===== src/hw/rtl/dppe_pkg.sv =====
// ----------------------------------------------------------------------------
// dppe_pkg - shared definitions for the distinct-part partition enumerator
// Widths, register indexes, sequencer states and the small constant tables.
// ----------------------------------------------------------------------------
package dppe_pkg;

  localparam int MAX_PARTS = 16;
  localparam int MAX_VALUE = 64;

  localparam int PART_W   = 6;   // part value
  localparam int POS_W    = 4;   // part position
  localparam int IDX_W    = 5;   // position counter, can hold MAX_PARTS
  localparam int SUM_W    = 10;  // total sum
  localparam int NPARTS_W = 5;
  localparam int LIMIT_W  = 7;
  localparam int ORD_W    = 16;
  localparam int CFG_W    = 10;
  localparam int NUM_W    = 11;  // dividend of the quotient unit
  localparam int RCP_W    = 16;  // reciprocal scale is 2**RCP_W
  localparam int TRI_W    = 8;

  typedef enum logic [1:0] {
    CFG_TOTAL_SUM  = 2'd0,
    CFG_NUM_PARTS  = 2'd1,
    CFG_PART_LIMIT = 2'd2
  } cfg_reg_t;

  typedef enum logic [2:0] {
    ST_IDLE,
    ST_SCAN,
    ST_FILL_MUL,
    ST_FILL_WR,
    ST_EMIT,
    ST_NONE
  } state_t;

  // one refill step: remaining sum to spread over positions pos .. 0
  typedef struct packed {
    logic [SUM_W-1:0] rem;
    logic [POS_W-1:0] pos;
  } fill_req_t;

  // triangular numbers p*(p+1)/2 for p = 0 .. MAX_PARTS
  localparam logic [TRI_W-1:0] TRI [0:MAX_PARTS] = '{
    8'd0,  8'd1,  8'd3,  8'd6,  8'd10, 8'd15, 8'd21, 8'd28, 8'd36,
    8'd45, 8'd55, 8'd66, 8'd78, 8'd91, 8'd105, 8'd120, 8'd136
  };

  // ceil(2**16 / (p+1)), exact floor division for dividends below 2**11;
  // position 0 never divides, its entry is unused
  localparam logic [RCP_W-1:0] RECIP [0:MAX_PARTS-1] = '{
    16'd0,    16'd32768, 16'd21846, 16'd16384, 16'd13108, 16'd10923,
    16'd9363, 16'd8192,  16'd7282,  16'd6554,  16'd5958,  16'd5462,
    16'd5042, 16'd4682,  16'd4370,  16'd4096
  };

endpackage


===== src/hw/rtl/distinct_part_partition_enumerator.sv =====
// ----------------------------------------------------------------------------
// distinct_part_partition_enumerator - walks sets of distinct bounded parts
// Restart: accept, then a ST_FILL_MUL and a ST_FILL_WR step per part refilled,
// then one part a cycle while rsp_stall allows. Next set: a scan up to the part
// that can step, the same steps per refilled position below it, then one output
// word per part; output stalls hold the emit. No set left: one none_left word.
// One word in flight; the refill quotient unit and the part store set the pace.
// Reset clears control, set count, sum and limit, sets num_parts to 1, keeps parts.
// ----------------------------------------------------------------------------
module distinct_part_partition_enumerator import dppe_pkg::*; (
  input  logic                clk,
  input  logic                rst,
  // configuration
  input  logic                cfg_valid,
  output logic                cfg_ready,
  input  logic [1:0]          cfg_index,
  input  logic [CFG_W-1:0]    cfg_data,
  // request
  input  logic                req_valid,
  output logic                req_stall,
  input  logic                restart,
  // result
  output logic                rsp_valid,
  input  logic                rsp_stall,
  output logic [PART_W-1:0]   part_value,
  output logic [POS_W-1:0]    part_position,
  output logic                last_part,
  output logic [ORD_W-1:0]    set_ordinal,
  output logic                none_left
);

  state_t state, state_next;

  logic [SUM_W-1:0]    total_sum;
  logic [NPARTS_W-1:0] num_parts;
  logic [LIMIT_W-1:0]  part_limit;
  logic                started;
  logic                exhausted;
  logic [ORD_W-1:0]    set_count;

  logic [PART_W-1:0]   parts [0:MAX_PARTS-1];
  logic [IDX_W-1:0]    idx;
  logic [PART_W-1:0]   prev;
  logic [SUM_W-1:0]    acc;
  logic [SUM_W-1:0]    rem;
  logic [POS_W-1:0]    pos;

  logic [LIMIT_W-1:0]  w_eff;
  logic                n_ok;
  logic [NPARTS_W-1:0] n_hi;
  logic [NPARTS_W-1:0] n_lo;
  logic [11:0]         cap;
  logic [11:0]         need;
  logic                can_start;
  logic [PART_W-1:0]   rd_val;
  logic [POS_W-1:0]    j;
  logic                at_end;
  logic [LIMIT_W-1:0]  top;
  logic [LIMIT_W-1:0]  cand;
  logic [SUM_W-1:0]    floor_sum;
  logic                scan_hit;
  logic                scan_fail;
  logic                last_emit;
  logic [PART_W-1:0]   fill_v;
  fill_req_t           fill_req;

  logic                cfg_write;
  logic                req_accept;
  logic                rsp_load;

  dppe_fill_unit u_fill (
    .clk   (clk),
    .req   (fill_req),
    .value (fill_v)
  );

  assign fill_req.rem = rem;
  assign fill_req.pos = pos;

  // ---------------------------------------------------------------- conditions
  always_comb begin
    w_eff = (part_limit > LIMIT_W'(MAX_VALUE)) ? LIMIT_W'(MAX_VALUE) : part_limit;
    n_ok  = (num_parts != '0) && (num_parts <= NPARTS_W'(MAX_PARTS));
    n_hi  = n_ok ? num_parts : '0;
    n_lo  = n_ok ? (num_parts - NPARTS_W'(1)) : '0;
    // k parts fit when k <= w and T(k-1) <= sum <= k*w - T(k)
    cap   = 12'(num_parts) * 12'(w_eff);
    need  = 12'(total_sum) + 12'(TRI[n_hi]);
    can_start = n_ok && (LIMIT_W'(num_parts) <= w_eff)
                && (total_sum >= SUM_W'(TRI[n_lo])) && (need <= cap);

    rd_val = parts[idx[POS_W-1:0]];
    j      = POS_W'(idx - IDX_W'(1));
    at_end = (idx == IDX_W'(num_parts));
    top    = at_end ? w_eff : LIMIT_W'(rd_val);
    cand   = LIMIT_W'(prev) + LIMIT_W'(1);
    // lower positions must still hold at least T(j-1) after the step
    floor_sum = SUM_W'(prev) + SUM_W'(TRI[{1'b0, POS_W'(j - POS_W'(1))}]);
    scan_hit  = (idx != '0) && (j != '0) && (cand < top) && (acc > floor_sum);
    scan_fail = (idx != '0) && !scan_hit && at_end;

    last_emit = (idx == IDX_W'(num_parts - NPARTS_W'(1)));
  end

  // ---------------------------------------------------------------- control
  always_comb begin
    // a pending register write goes first
    req_stall  = (state != ST_IDLE) || cfg_valid;
    cfg_ready  = (state == ST_IDLE);
    cfg_write  = cfg_valid && cfg_ready;
    req_accept = req_valid && !req_stall;
    rsp_load   = ((state == ST_EMIT) || (state == ST_NONE)) && (!rsp_valid || !rsp_stall);
  end

  // ---------------------------------------------------------------- next state
  always_comb begin
    state_next = state;
    unique case (state)
      ST_IDLE: begin
        if (req_accept) begin
          if (restart) begin
            state_next = can_start ? ST_FILL_MUL : ST_NONE;
          end else begin
            state_next = (started && !exhausted && n_ok) ? ST_SCAN : ST_NONE;
          end
        end
      end
      ST_SCAN: begin
        priority if (scan_hit) begin
          state_next = ST_FILL_MUL;
        end else if (scan_fail) begin
          state_next = ST_NONE;
        end
      end
      ST_FILL_MUL: begin
        state_next = ST_FILL_WR;
      end
      ST_FILL_WR: begin
        state_next = (pos == '0) ? ST_EMIT : ST_FILL_MUL;
      end
      ST_EMIT: begin
        if (rsp_load && last_emit) begin
          state_next = ST_IDLE;
        end
      end
      ST_NONE: begin
        if (rsp_load) begin
          state_next = ST_IDLE;
        end
      end
      default: begin
        state_next = ST_IDLE;
      end
    endcase
  end

  always_ff @(posedge clk) begin
    if (rst) begin
      state <= ST_IDLE;
    end else begin
      state <= state_next;
    end
  end

  // ---------------------------------------------------------------- control registers
  always_ff @(posedge clk) begin
    if (rst) begin
      total_sum  <= '0;
      num_parts  <= NPARTS_W'(1);
      part_limit <= '0;
      started    <= 1'b0;
      exhausted  <= 1'b0;
      set_count  <= '0;
      rsp_valid  <= 1'b0;
    end else begin
      if (cfg_write) begin
        unique case (cfg_index)
          CFG_TOTAL_SUM: begin
            total_sum <= cfg_data[SUM_W-1:0];
            started   <= 1'b0;
            exhausted <= 1'b0;
          end
          CFG_NUM_PARTS: begin
            num_parts <= cfg_data[NPARTS_W-1:0];
            started   <= 1'b0;
            exhausted <= 1'b0;
          end
          CFG_PART_LIMIT: begin
            part_limit <= cfg_data[LIMIT_W-1:0];
            started    <= 1'b0;
            exhausted  <= 1'b0;
          end
          default: begin
          end
        endcase
      end

      if (req_accept && restart) begin
        set_count <= '0;
        exhausted <= 1'b0;
        started   <= 1'b1;
      end

      if ((state == ST_FILL_WR) && (pos == '0) && (set_count != '1)) begin
        set_count <= set_count + ORD_W'(1);
      end

      if ((state == ST_NONE) && rsp_load) begin
        exhausted <= 1'b1;
      end

      if (rsp_load) begin
        rsp_valid <= 1'b1;
      end else if (!rsp_stall) begin
        rsp_valid <= 1'b0;
      end
    end
  end

  // ---------------------------------------------------------------- datapath
  always_ff @(posedge clk) begin
    unique case (state)
      ST_IDLE: begin
        if (req_accept) begin
          idx <= '0;
          rem <= total_sum;
          pos <= POS_W'(num_parts - NPARTS_W'(1));
        end
      end
      ST_SCAN: begin
        priority if (idx == '0) begin
          prev <= rd_val;
          acc  <= SUM_W'(rd_val);
          idx  <= IDX_W'(1);
        end else if (scan_hit) begin
          // step part j up by one and refill everything below it
          parts[j] <= cand[PART_W-1:0];
          rem      <= acc - SUM_W'(cand);
          pos      <= j - POS_W'(1);
        end else if (!at_end) begin
          prev <= rd_val;
          acc  <= acc + SUM_W'(rd_val);
          idx  <= idx + IDX_W'(1);
        end
      end
      ST_FILL_MUL: begin
      end
      ST_FILL_WR: begin
        parts[pos] <= fill_v;
        rem        <= rem - SUM_W'(fill_v);
        if (pos == '0) begin
          idx <= '0;
        end else begin
          pos <= pos - POS_W'(1);
        end
      end
      ST_EMIT: begin
        if (rsp_load) begin
          idx <= idx + IDX_W'(1);
        end
      end
      ST_NONE: begin
      end
      default: begin
      end
    endcase
  end

  // result word register
  always_ff @(posedge clk) begin
    if (rsp_load) begin
      if (state == ST_EMIT) begin
        part_value    <= rd_val;
        part_position <= idx[POS_W-1:0];
        last_part     <= last_emit;
        set_ordinal   <= set_count;
        none_left     <= 1'b0;
      end else begin
        part_value    <= '0;
        part_position <= '0;
        last_part     <= 1'b0;
        set_ordinal   <= '0;
        none_left     <= 1'b1;
      end
    end
  end

endmodule


===== src/hw/rtl/dppe_fill_unit.sv =====
// ----------------------------------------------------------------------------
// dppe_fill_unit - smallest part for one position of a refill
// Unit that registers the reciprocal product, then gives
// max(pos, ceil((rem + pos*(pos+1)/2) / (pos+1))), or rem itself at position 0.
// ----------------------------------------------------------------------------
module dppe_fill_unit import dppe_pkg::*; (
  input  logic              clk,
  input  fill_req_t         req,
  output logic [PART_W-1:0] value
);

  logic [NUM_W-1:0]       num;
  logic [NUM_W+RCP_W-1:0] prod;
  logic [SUM_W-1:0]       rem_r;
  logic [POS_W-1:0]       pos_r;
  logic [NUM_W-1:0]       quo;

  // ceiling division folded in by adding pos to the dividend
  assign num = NUM_W'(req.rem) + NUM_W'(TRI[{1'b0, req.pos}]) + NUM_W'(req.pos);

  always_ff @(posedge clk) begin
    prod  <= (NUM_W+RCP_W)'(num) * (NUM_W+RCP_W)'(RECIP[req.pos]);
    rem_r <= req.rem;
    pos_r <= req.pos;
  end

  assign quo = prod[NUM_W+RCP_W-1:RCP_W];

  always_comb begin
    if (pos_r == '0) begin
      value = rem_r[PART_W-1:0];
    end else if (quo > NUM_W'(pos_r)) begin
      value = quo[PART_W-1:0];
    end else begin
      value = PART_W'(pos_r);
    end
  end

endmodule


===== config.mk =====
export PLATFORM = sky130hd
export DESIGN_NAME = distinct_part_partition_enumerator
export DESIGN_NICKNAME = d
export VERILOG_FILES = /design/src/hw/rtl/dppe_pkg.sv /design/src/hw/rtl/distinct_part_partition_enumerator.sv /design/src/hw/rtl/dppe_fill_unit.sv
export SDC_FILE = /design/constraint.sdc
export NUM_CORES = 1
export LEC_CHECK = 0
export CORE_MARGIN = 2
export CORE_UTILIZATION = 55
export DETAILED_ROUTE_END_ITERATION = 8
export DONT_BUFFER_PORTS = 1
export GPL_TIMING_DRIVEN = 1
export PLACE_DENSITY = 0.7
export SLEW_MARGIN = 20
export SYNTH_ARGS = -nofsm -noshare
export SYNTH_HDL_FRONTEND = slang
export SYNTH_SLANG_ARGS = --single-unit

===== constraint.sdc =====
create_clock -name clk -period 11.23 [get_ports clk]
set_input_delay 0 -clock clk [delete_from_list [all_inputs] [get_ports clk]]
set_output_delay 0 -clock clk [all_outputs]
set_load 0.02 [all_outputs]

---- Word level (Yosys, flattened, before mapping) ----
Memories as Yosys holds them, arrays and structs flattened. A register that Yosys moved wholly into a read port is not among the register bits.
Index checks and enable logic that the tools add are counted.
cells by class
  divide/modulo/power cells ............... 0
  reduce and logical (&&, ||, !) cells .... 55
  magnitude comparators ................... 13
  equality and inequality tests ........... 24
  mux-type cells .......................... 68
  bitwise logic cells ..................... 5
  add/sub/neg operators ................... 14
  $mul .................................... 2
  shift-type cells ........................ 0
operators with widths
  operator                                                         count
  16-bit two-way mux                                               4
  8-bit two-way mux                                                8
  10-bit two-way mux                                               5
  6-bit two-way mux                                                7
  5-bit two-way mux                                                8
  10-bit case mux with 3 select lines                              1
  11-bit by 16-bit multiplier with 27-bit output                   1
  3-bit two-way mux                                                9
  6-bit greater-or-equal comparator, second input constant         4
  4-bit two-way mux                                                6
  10-bit by 8-bit adder with 11-bit output                         2
  5-bit case mux with 4 select lines                               1
  1-bit logical AND                                                19
  3-bit case mux with 6 select lines                               1
  16-bit by 1-bit adder with 16-bit output, second input constant  1
  16-bit != test, second input constant                            1
  1-bit two-way mux                                                15
  7-bit two-way mux                                                2
  11-bit by 12-bit less-or-equal comparator with 1-bit output      1
  5-bit by 7-bit multiplier with 12-bit output                     1
  2-bit != test, second input constant                             6
  4-bit NOT with 6-bit output                                      2
  5-bit NOT with 6-bit output                                      2
  4-bit case mux with 3 select lines                               1
  other kinds (43)                                                 73
storage, ports and cells
  bits in latches ......................... 0
  output and inout port bits .............. 31
  bits of input ports ..................... 18
  memories ................................ 6
  register bits after elaboration ......... 144
  bits in writable memories ............... 96
  bits in read-only memories .............. 1,280
  word-level logic and storage cells ...... 209
memories
  memory           depth  bits a word  rd ports  clocked after Yosys merged registers in  write ports  RTL line                                  text
  (no name shown)  32     8            1         0                                        0            dppe_fill_unit.sv:19                      assign num = NUM_W'(req.rem) + NUM_W'(TRI[{1'b0, req.pos}]) + NUM_W'(req.pos);
  (no name shown)  16     16           1         0                                        0            dppe_fill_unit.sv:22                      prod <= (NUM_W+RCP_W)'(num) * (NUM_W+RCP_W)'(RECIP[req.pos]);
  (no name shown)  32     8            1         0                                        0            distinct_part_partition_enumerator.sv:98  floor_sum = SUM_W'(prev) + SUM_W'(TRI[{1'b0, POS_W'(j - POS_W'(1))}]);
  (no name shown)  32     8            1         0                                        0            distinct_part_partition_enumerator.sv:90  && (total_sum >= SUM_W'(TRI[n_lo])) && (need <= cap);
  (no name shown)  32     8            1         0                                        0            distinct_part_partition_enumerator.sv:88  need = 12'(total_sum) + 12'(TRI[n_hi]);
  parts            16     6            1         1                                        1            distinct_part_partition_enumerator.sv:41  logic [PART_W-1:0] parts [0:MAX_PARTS-1];

---- Longest topological paths before layout ----
Gate-level depths: netlist (run 1).
  depth in word-level cells ............... 15
  gate-level depth with buffers ........... 38
  mapped depth without buffers ............ 36

---- By module ----
A second synthesis (run 1) with hierarchy kept.
second synthesis, totals
  cells, all modules ...................... 2,028
  area total of the unflattened synthesis .. 20,030.5 um2
by module, submodules not included
  module                              area each (um2)  times used  cells each  seq. area each (um2)
  distinct_part_partition_enumerator  13,072.5         1           1,218       5,735.5
  dppe_fill_unit                      6,957.9          1           810         420.4

---- Worst setup path before layout (run 1) ----
Ideal clock, no wire load.
  kind .................................... flip-flop to flip-flop
  start point ............................. reg pos[1]
  end point ............................... reg u_fill.prod[26]
  required time ........................... 11.158 ns
  clock period less this slack ............ 8.639 ns
  path buffers ............................ 1
  arrival time ............................ 8.567 ns
  library setup time ...................... 0.072 ns
  setup slack ............................. 2.591 ns
  stages on the path, launching flop included .. 37
  path through ............................ edfxtp_1 -> clkbuf_1 -> inv_1 -> ha_1 -> nand2_1 -> o21ai_0 -> nand2_1 -> o21ai_0 -> fa_1 -> inv_1 -> fa_1 -> nor2b_1 -> o21ai_0 -> a21boi_1 -> o21ai_0 -> a21boi_0 -> o21ai_1 -> xor2_1 -> nor2_1 -> fa_1 -> inv_1 -> fa_1 -> fa_1 -> inv_1 -> fa_1 -> inv_1 -> fa_1 -> inv_1 -> ha_1 -> a22oi_1 -> o211ai_1 -> a2111oi_0 -> a221oi_2 -> a41oi_1 -> a21oi_1 -> a21oi_1 -> xnor2_1
on the way
  cells in the longest elaborated chain, start to end .. 7
  elaborated cells between the ends (all ways) .. 11
  classes of those cells .................. 2 x add/sub; 1 x mul; 4 x mux; 2 x bitwise; 2 x memory
ends and longest elaborated chain
  what                                                   RTL line                                   text
  start: declaration                                     distinct_part_partition_enumerator.sv:46   logic [POS_W-1:0] pos;
  start signal: assignment                               distinct_part_partition_enumerator.sv:227  pos <= POS_W'(num_parts - NPARTS_W'(1));
  start signal: assignment                               distinct_part_partition_enumerator.sv:239  pos <= j - POS_W'(1);
  start signal: assignment                               distinct_part_partition_enumerator.sv:254  pos <= pos - POS_W'(1);
  4-bit NOT with 6-bit output (implied by the code)      dppe_fill_unit.sv:19
  memory 32 x 8 bit                                      -
  8-bit two-way mux (implied by the code) (2 in series)  dppe_fill_unit.sv:19
  10-bit by 8-bit adder with 11-bit output               dppe_fill_unit.sv:19
  11-bit by 4-bit adder with 11-bit output               dppe_fill_unit.sv:19
  11-bit by 16-bit multiplier with 27-bit output *       dppe_fill_unit.sv:22
  end signal: assignment                                 dppe_fill_unit.sv:22
  end: declaration                                       dppe_fill_unit.sv:13                       logic [NUM_W+RCP_W-1:0] prod;
Mark *: on every way between the ends. The rest lies on a longest branch, timed or not. The select of a mux whose other input is x is not followed.
A chain may end at the register's enable or synchronous reset.

---- Worst setup path in the final report (run 1) ----
Same ends and word-level chain as after synthesis.

==> results.sh, run 1 <==
export IMPL_synth_seq_cells=228
export IMPL_drc_errors=0
export IMPL_synth_avg_cell_area_um2=9.90
export IMPL_synth_area_um2=19700
export IMPL_grt_use_total_pct=26.6
export IMPL_cts_made_buffers=26
export IMPL_slowest_delay_ns=0.72
export IMPL_rsz0062_at_grt="false"
export IMPL_routed_wirelength_um=49100
export IMPL_clk_pin_slew_ns=0.06
export IMPL_hp_class="primary input to flip-flop"
export IMPL_setup_violations=0
export IMPL_synth_edf_count=159
export IMPL_drive_above_1_share_pct=6.54
export IMPL_synth_nets=2360
export IMPL_pre_cts_ws_ns=1.61
export IMPL_ys_top_cells_by_count="255 x inv_1, 204 x ha_1, 197 x nand2_1"
export IMPL_status="finished, final reports clean"
export IMPL_n_antenna_cell=0
export IMPL_die_area_um2=37400
export IMPL_n_fill_cell=2991
export IMPL_root_buffer="clkbuf_16"
export IMPL_hold_viol=0
export IMPL_avgRoutedWirePerCell_um=19.8
export IMPL_max_cap_viol_count=0
export IMPL_die_w_um=193
export IMPL_viasPerCell=5.81
export IMPL_cts_tree="built"
export IMPL_synth_cells=1991
export IMPL_cp_start_kind="flip-flop"
export IMPL_grt_max_degree=46
export IMPL_finClkSkew_ns=0.0193
export IMPL_async_flop_share_pct=0
export IMPL_num_io_pins=49
export IMPL_area_growth_pct=8.11
export IMPL_cp_end_kind="flip-flop"
export IMPL_start_util_pct=55.7
export IMPL_hpwl_um=37700
export IMPL_place_gp_congestion=0.916
export IMPL_yosys_warnings=0
export IMPL_grt_pass1_vias=14600
export IMPL_grt_pass1_wl_um=78900
export IMPL_setup_slack_ns=1.59
export IMPL_period_needed_ns=9.64
export IMPL_netlist_area_leader_share_pct=24.2
export IMPL_first_pass_iters=5
export IMPL_clk_latency_ns=0.56
export IMPL_critPathMaxFanout=14
export IMPL_synth_top_area_cell="edfxtp_1"
export IMPL_max_slew_margin_rel_pct=28.9
export IMPL_synth_main_ff_cell="edfxtp_1"
export IMPL_criticalPathCategory="flip-flop to flip-flop"
export IMPL_overflow=0
export IMPL_slew_viol_final=0
export IMPL_crit_top_cell="fa_1"
export IMPL_antenna_found_initial=0
export IMPL_core_um2=35400
export IMPL_max_freq_mhz=104
export IMPL_finalCritPeriodShare_pct=85.9
export IMPL_port_buffers=0
export IMPL_clock_sinks=228
export IMPL_synth_seq_area_share_pct=31.2
export IMPL_arrival_ns=10.08
export IMPL_ant_nets=0
export IMPL_crit_path_top_delay_cell="xor2_1"
export IMPL_synth_area_leaders="edfxtp_1 24%, fa_1 15%, ha_1 13%, dfxtp_1 7.0%, inv_1 4.9%"
export IMPL_cts_htree_levels=1
export IMPL_first_iter_violations=1117
export IMPL_cp_required_ns=11.67
export IMPL_cts_buffer_depth=3
export IMPL_nets=2368
export IMPL_tns_ns=0
export IMPL_yosys_cell_count_top_type="inv_1"
export IMPL_num_rows=69
export IMPL_vias=14400
export IMPL_ys_types=81
export IMPL_tightest_slew_ns=1.06
export IMPL_fp_dieH_um=193
-- per-stage QoR --
step                hold slack (ns)  area (um2)  instances  util [%]
finish                       0.0958       21300       2478      60.2
global route                  0.117       21300       2478      60.2
CTS                          0.0643       21300       2478      60.2
detailed placement           0.0767       20100       2398      56.9
global placement             0.0736       20100       2398      56.8
floorplan                     0.144       19700       1991         -
-- cells by family (layout without fill, tap and decap cells) --
logic type	after synthesis	after routing	synth area share, %
simple gates	633	633	15.2
fa+ha+maj	352	352	27.9
buf+inv	325	351	6.32
compound gates	285	285	9.41
flops	228	228	31.2
xor+xnor	95	95	4.26
mux	73	73	5.62
-- state kept, by name, summed over array words and instances, names as in the netlist, 4 cells and up, named ones only --
| name | flops |
|---|---|
| idx | 5 |
| part_position | 4 |
| pos | 4 |
| part_value | 6 |
| part_limit | 7 |
| num_parts | 5 |
| u_fill.prod | 11 |
| prev | 6 |
| rem | 10 |
| acc | 10 |
| parts | 96 |
| u_fill.rem_r | 6 |
| total_sum | 10 |
| set_count | 16 |
| u_fill.pos_r | 4 |
| set_ordinal | 16 |
-- layout make-up --
| type | count | area [um2] | share of cell area [%] |
|---|---|---|---|
| sequential | 228 | 6160 | 28.9 |
| clock buffer | 29 | 683 | 3.21 |
| inverter | 256 | 961 | 4.51 |
| multi-input combinational | 1438 | 12300 | 57.9 |
| tap | 461 | 577 | 2.71 |
| clock inverter | 17 | 136 | 0.640 |
| timing repair buffer | 49 | 463 | 2.17 |
-- worst paths after layout --
| path | startpoint | endpoint | slack [ns] | cells after the start |
|---|---|---|---|---|
| max | pos[1] | u_fill.prod[26] | 1.59 | 33 |
| min | cfg_index[1] | part_limit[1] | 0.1 | 3 |
| max reg2reg | pos[1] | u_fill.prod[26] | 1.59 | 33 |
| min reg2reg | rem[5] | u_fill.rem_r[5] | 0.43 | 0 |
-- cells in the final DEF, fill, tap and decap left out, types with 5 or more instances in the layout --
cell	instances
a211oi_1	8
a21boi_0	7
a21o_1	16
a21oi_1	92
and2_1	51
and3_1	15
buf_4	15
clkbuf_16	27
clkinv_1	5
dfxtp_1	69
dlygate4sd3_1	33
edfxtp_1	159
fa_1	147
ha_1	204
inv_1	255
mux2_2	7
mux2i_1	34
mux4_2	29
nand2_1	197
nand2b_1	20
nand3_1	45
nand4_1	8
nor2_1	180
nor2b_1	33
nor3_1	28
nor3_2	7
nor3b_1	5
nor4_1	8
o211ai_1	14
o21a_1	15
o21ai_0	69
o21bai_1	9
o31a_1	5
or2_2	12
or3_1	8
xnor2_1	54
xor2_1	40
-- per-layer routing --
layer | GRT usage [%] | vias to the layer above | share of wire, %
met2 | 44.1 | 469 | 48
li1 | - | 6737 | -
met3 | 3.40 | 122 | 5.6
met5 | 0 | - | 0
met4 | 10.3 | 0 | 3.9
met1 | 35.8 | 7064 | 43
-- critical path: cells and delay by family (launching register included) --
kind / cells / cell delay [ns]
fa+ha+maj: 9 / 4.26
compound gates: 13 / 2.66
xor+xnor: 2 / 0.85
flops: 1 / 0.66
simple gates: 5 / 0.64
buf+inv: 4 / 0.45
-- repair_timing --
action,in CTS,in global routing
hold endpoints to repair,44,0
resized for setup,0,0
setup endpoints to repair,0,0
hold buffers,34,0
buffers inserted,0,0
Power of run 1 is left out: the tool's default activity adds up to more than one toggle a clock period on the data nets, which glitch-free logic cannot reach.
==> inputs of run 2 (changes only) <==
--- a/config.mk
+++ b/config.mk
@@ -5,6 +5,7 @@
 export SDC_FILE = /design/constraint.sdc
 export NUM_CORES = 1
 export LEC_CHECK = 0
+export ABC_AREA = 1
 export CORE_MARGIN = 2
 export CORE_UTILIZATION = 55
 export DETAILED_ROUTE_END_ITERATION = 8
==> run 2 against run 1 <==
Net effect: critical path depth grew 3; highest routed layer unchanged; wire length grew 3.4%; cell area grew 1.6%; first-iteration DRC count grew 5.6%; critical path type unchanged; clock skew grew 0.0017 ns; count of clock-buffer cells in the layout grew 2; hold slack gained 0.055 ns; flip-flop and latch count is the same; die area grew 2.6%.
==> results.sh, run 2 <==
export IMPL_status="finished, final reports clean"
export IMPL_synth_main_ff_cell="edfxtp_1"
export IMPL_num_io_pins=49
export IMPL_grt_pass1_wl_um=83500
export IMPL_core_um2=36400
export IMPL_period_needed_ns=8.45
export IMPL_layout_commonest_cell="nand2_1"
export IMPL_rsz0062_at_grt="false"
export IMPL_synth_area_leaders="edfxtp_1 24%, fa_1 15%, ha_1 13%, nand2_1 9.2%, inv_1 8.3%"
export IMPL_async_flop_share_pct=0
export IMPL_regMostFlops="parts"
export IMPL_setup_violations=0
export IMPL_mostFrequentLayoutCells="498 x nand2_1, 446 x inv_1, 298 x nor2_1"
export IMPL_synth_seq_area_share_pct=30.4
export IMPL_slew_viol_final=0
export IMPL_start_util_pct=55.5
export IMPL_hpwl_um=39800
export IMPL_cp_top_family="adder cells"
export IMPL_cts_made_buffers=25
export IMPL_fin_util_pct=59.4
export IMPL_fp_dieH_um=196
export IMPL_synth_top_area_cell="edfxtp_1"
export IMPL_cts_resized=0
export IMPL_finClkSkew_ns=0.0210
export IMPL_synth_edf_count=159
export IMPL_vias=16500
export IMPL_cp_start_kind="flip-flop"
export IMPL_reg_top3="parts (96), set_count (16), set_ordinal (16)"
export IMPL_layout_cells_non_filler=2962
export IMPL_first_iter_violations=1180
export IMPL_synth_seq_cells=228
export IMPL_clock_sinks=228
export IMPL_n_antenna_cell=0
export IMPL_antenna_found_initial=0
export IMPL_critPathBufInv=7
export IMPL_synth_cells=2476
export IMPL_routed_wirelength_um=50800
export IMPL_finalCritPeriodShare_pct=75.3
export IMPL_ys_top_cells_by_count="498 x nand2_1, 447 x inv_1, 298 x nor2_1"
export IMPL_crit_top_cell="nand2_1"
export IMPL_die_w_um=196
export IMPL_netlist_area_leader_share_pct=23.6
export IMPL_cp_end_kind="flip-flop"
export IMPL_place_gp_congestion=0.975
export IMPL_yosys_warnings=0
export IMPL_tightest_slew_ns=0.982
export IMPL_ant_nets=0
export IMPL_synth_avg_cell_area_um2=8.17
export IMPL_drc_errors=0
export IMPL_num_rows=70
export IMPL_grt_pass1_vias=16400
export IMPL_nets=2844
export IMPL_die_area_um2=38300
export IMPL_pre_cts_ws_ns=2.91
export IMPL_port_buffers=0
export IMPL_ys_types=62
export IMPL_clk_latency_ns=0.55
export IMPL_setup_slack_ns=2.78
export IMPL_cts_hold_buf=21
export IMPL_max_cap_viol_count=0
export IMPL_drive_above_1_share_pct=4.09
export IMPL_cp_required_ns=11.65
export IMPL_cts_buffer_depth=3
export IMPL_critPathMaxFanout=13
export IMPL_postCtsSetupRepairBufs=0
export IMPL_dp_cells=2895
export IMPL_synth_area_um2=20200
export IMPL_cts_tree="built"
export IMPL_yosys_cell_count_top_type="nand2_1"
export IMPL_crit_path_top_delay_cell="edfxtp_1"
export IMPL_arrival_ns=8.87
export IMPL_criticalPathCategory="flip-flop to flip-flop"
export IMPL_hp_class="primary input to flip-flop"
export IMPL_grt_max_degree=50
export IMPL_area_growth_pct=7.08
export IMPL_viasPerCell=5.56
export IMPL_max_slew_margin_rel_pct=34.4
export IMPL_largest_reg_flops=96
export IMPL_grt_use_total_pct=27.1
export IMPL_synth_nets=2845
export IMPL_first_pass_iters=5
export IMPL_root_buffer="clkbuf_16"
export IMPL_hold_viol=0
export IMPL_overflow=0
export IMPL_clk_pin_slew_ns=0.06
export IMPL_tns_ns=0
export IMPL_max_freq_mhz=118
export IMPL_avgRoutedWirePerCell_um=17.2
export IMPL_n_fill_cell=3237
export IMPL_slowest_delay_ns=0.61
export IMPL_cts_htree_levels=1
-- run 2: cell types whose count changed after synthesis, sizes merged, moves of 19 or more --
cell and change:
a21oi +30, and2 -49, clkbuf -21, inv +205, mux2i -35, mux4 -29
nand2 +308, nand2b -20, nand3 +32, nor2 +124, nor2b -33, o21ai +78
o221ai +19, xnor2 -38
-- run 2: area by class of cell --
cell class	instances	area [um2]	area share, %
timing repair buffer	27	255	1.18
clock buffer	31	648	2.99
inverter	464	1750	8.07
clock inverter	15	161	0.746
tap	468	586	2.70
multi-input combinational	1729	12100	55.9
sequential	228	6160	28.4
-- run 2: path summary, 6_finish.rpt --
check,slack [ns],cells after the start,from,end
worst max-delay path,2.78,36,pos[1],u_fill.prod[25]
worst min-delay path,0.15,3,cfg_data[8],total_sum[8]
worst max register to register,2.78,36,pos[1],u_fill.prod[25]
worst min register to register,0.47,0,rem[0],u_fill.rem_r[0]
-- run 2: kinds of logic (layout without fill, tap and decap cells) --
family | after synthesis | count (layout) | share of synthesized area, %
mux | 1 | 1 | 0.0495
flops | 228 | 228 | 30.4
buf+inv | 519 | 537 | 9.83
fa+ha+maj | 351 | 351 | 27.2
compound gates | 366 | 366 | 10.5
xor+xnor | 55 | 55 | 2.46
simple gates | 956 | 956 | 19.6
-- run 2: worst min-delay path, cell delays in order --
cell and delay [ns]:
dlygate4sd3_1 0.54, inv_1 0.06, a21oi_1 0.05
-- run 2: layer usage --
layer	GRT usage [%]	wire, um	up-vias
met5	0	0	-
met4	8.87	1610	0
met3	2.92	2810	99
met2	46.5	24700	539
met1	36.2	21700	7906
li1	-	-	7930
-- run 2: metrics by stage --
stage	hold slack [ns]	cell area (um2)
after floorplan	0.126	20200
after global placement	0.0725	20600
after detailed placement	0.0734	20600
after CTS	0.130	21600
after global routing	0.158	21600
final	0.151	21600
Power of run 2 is left out for the same reason.
==> inputs of run 3 (changes only) <==
==> constraint.sdc (replaced) <==
create_clock -name clk -period 8.6 [get_ports clk]
set_input_delay 0 -clock clk [delete_from_list [all_inputs] [get_ports clk]]
set_output_delay 0 -clock clk [all_outputs]
set_load 0.02 [all_outputs]
==> run 3 against run 2 <==
Net effect: die area unchanged; register-to-register slack got worse by 2.4 ns; hold slack improved by 0.054 ns; utilization increased by 0.24 points; critical path type unchanged.
==> results.sh, run 3 (same netlist as run 2, synthesis figures left out) <==
export IMPL_grt_max_degree=50
export IMPL_num_io_pins=49
export IMPL_n_fill_cell=3255
export IMPL_grt_use_total_pct=27.2
export IMPL_period_needed_ns=8.18
export IMPL_r2r_end="u_fill.prod[25]"
export IMPL_viasPerCell=5.57
export IMPL_max_cap_viol_count=0
export IMPL_num_rows=70
export IMPL_cp_start_kind="flip-flop"
export IMPL_overflow=0
export IMPL_hpwl_um=39500
export IMPL_layout_commonest_cell="nand2_1"
export IMPL_hold_slack_ns=0.205
export IMPL_start_util_pct=55.5
export IMPL_criticalPathCategory="flip-flop to flip-flop"
export IMPL_nets=2859
export IMPL_grt_pass1_vias=16100
export IMPL_avgRoutedWirePerCell_um=17.4
export IMPL_clk_pin_slew_ns=0.06
export IMPL_place_area_um2=20600
export IMPL_first_iter_violations=1198
export IMPL_slew_viol_final=0
export IMPL_routed_wirelength_um=51700
export IMPL_antenna_found_initial=0
export IMPL_cp_required_ns=9.02
export IMPL_hold_start="cfg_data[6]"
export IMPL_hold_viol=0
export IMPL_design_area_um2=21700
export IMPL_cp_end_kind="flip-flop"
export IMPL_root_buffer="clkbuf_16"
export IMPL_clk_latency_ns=0.54
export IMPL_critPathMaxFanout=11
export IMPL_tightest_slew_ns=1.04
export IMPL_mostFrequentLayoutCells="497 x nand2_1, 445 x inv_1, 298 x nor2_1"
export IMPL_regMostFlops="parts"
export IMPL_core_um2=36400
export IMPL_whs_path_depth=3
export IMPL_max_slew_margin_rel_pct=30.2
export IMPL_seq_area_um2=6160
export IMPL_multi_input_area_um2=12100
export IMPL_port_buffers=0
export IMPL_cts_made_buffers=24
export IMPL_area_growth_pct=7.51
export IMPL_drive_above_1_share_pct=4.47
export IMPL_cts_buffer_depth=3
export IMPL_finClkSkew_ns=0.0132
export IMPL_ant_nets=0
export IMPL_place_gp_congestion=0.939
export IMPL_crit_path_top_delay_cell="fa_1"
export IMPL_finalCritPeriodShare_pct=95.1
export IMPL_cts_tree="built"
export IMPL_setup_violations=0
export IMPL_grt_pass1_wl_um=82900
export IMPL_r2r_start="pos[1]"
export IMPL_largest_reg_flops=96
export IMPL_hp_class="primary input to flip-flop"
export IMPL_arrival_ns=8.60
export IMPL_slowest_delay_ns=0.57
export IMPL_vias=16600
export IMPL_max_freq_mhz=122
export IMPL_status="finished, final reports clean"
export IMPL_die_w_um=196
export IMPL_rr_worst_depth=34
export IMPL_drc_errors=0
export IMPL_n_antenna_cell=0
export IMPL_cts_htree_levels=1
export IMPL_first_pass_iters=5
export IMPL_min_to="part_limit[6]"
export IMPL_reg_top3="parts (96), set_count (16), set_ordinal (16)"
export IMPL_die_area_um2=38300
export IMPL_fp_dieH_um=196
export IMPL_rrSetupSlack_ns=0.42
export IMPL_clock_sinks=228
-- run 3: worst max path at each step --
stage | startpoint | end | slack, ns | cells after the start
2_1_floorplan | pos[1] | u_fill.prod[23] | 1.22 | 37
3_3_place_gp | pos[0] | u_fill.prod[25] | 0.55 | 36
3_5_place_dp | pos[0] | u_fill.prod[25] | 0.40 | 36
4_1_cts | pos[0] | u_fill.prod[25] | 0.37 | 36
5_1_grt | pos[1] | u_fill.prod[25] | -0.02 | 34
6_report | pos[1] | u_fill.prod[25] | 0.42 | 34
-- run 3: final cells by class --
class                           count  share of cell area, %
Inverter                          464                   8.04
Clock buffer                       38                   3.33
Multi-Input combinational cell   1729                   55.6
Clock inverter                      6                  0.196
Sequential cell                   228                   28.3
Tap cell                          468                   2.69
Timing Repair Buffer               43                   1.80
-- run 3: repair_timing --
item                                    in CTS  in global routing
endpoints found under the setup margin       0                  6
gates resized for setup                      0                  2
hold buffers                                27                  0
hold endpoints to repair                    43                  0
buffers inserted                             0                  8
-- run 3: through the flow --
step / utilization, % / setup WS, ns / setup TNS [ns] / instances
after floorplan: - / 1.22 / 0 / 2476
after global placement: 56.6 / 0.552 / 0 / 2897
after detailed placement: 56.6 / 0.402 / 0 / 2897
after CTS: 59.5 / 0.375 / 0 / 2968
after global routing: 59.7 / -0.0180 / -0.0180 / 2976
final: 59.7 / 0.422 / 0 / 2976
-- run 3: worst max-delay path, delay by kind of cell (launching register included) --
family          cells  cell delay (ns)
flops               1             0.38
simple gates        8             0.89
fa+ha+maj           9             4.04
compound gates     11             1.99
buf+inv             6             0.75
-- run 3: per-layer routing --
layer	global-route usage [%]	routed length, um	up-vias
met1	37.4	22700	7967
met2	45.7	24600	527
li1	-	-	7960
met5	0	0	-
met4	8.64	1790	0
met3	2.49	2690	109
Power of run 3 is left out for the same reason.
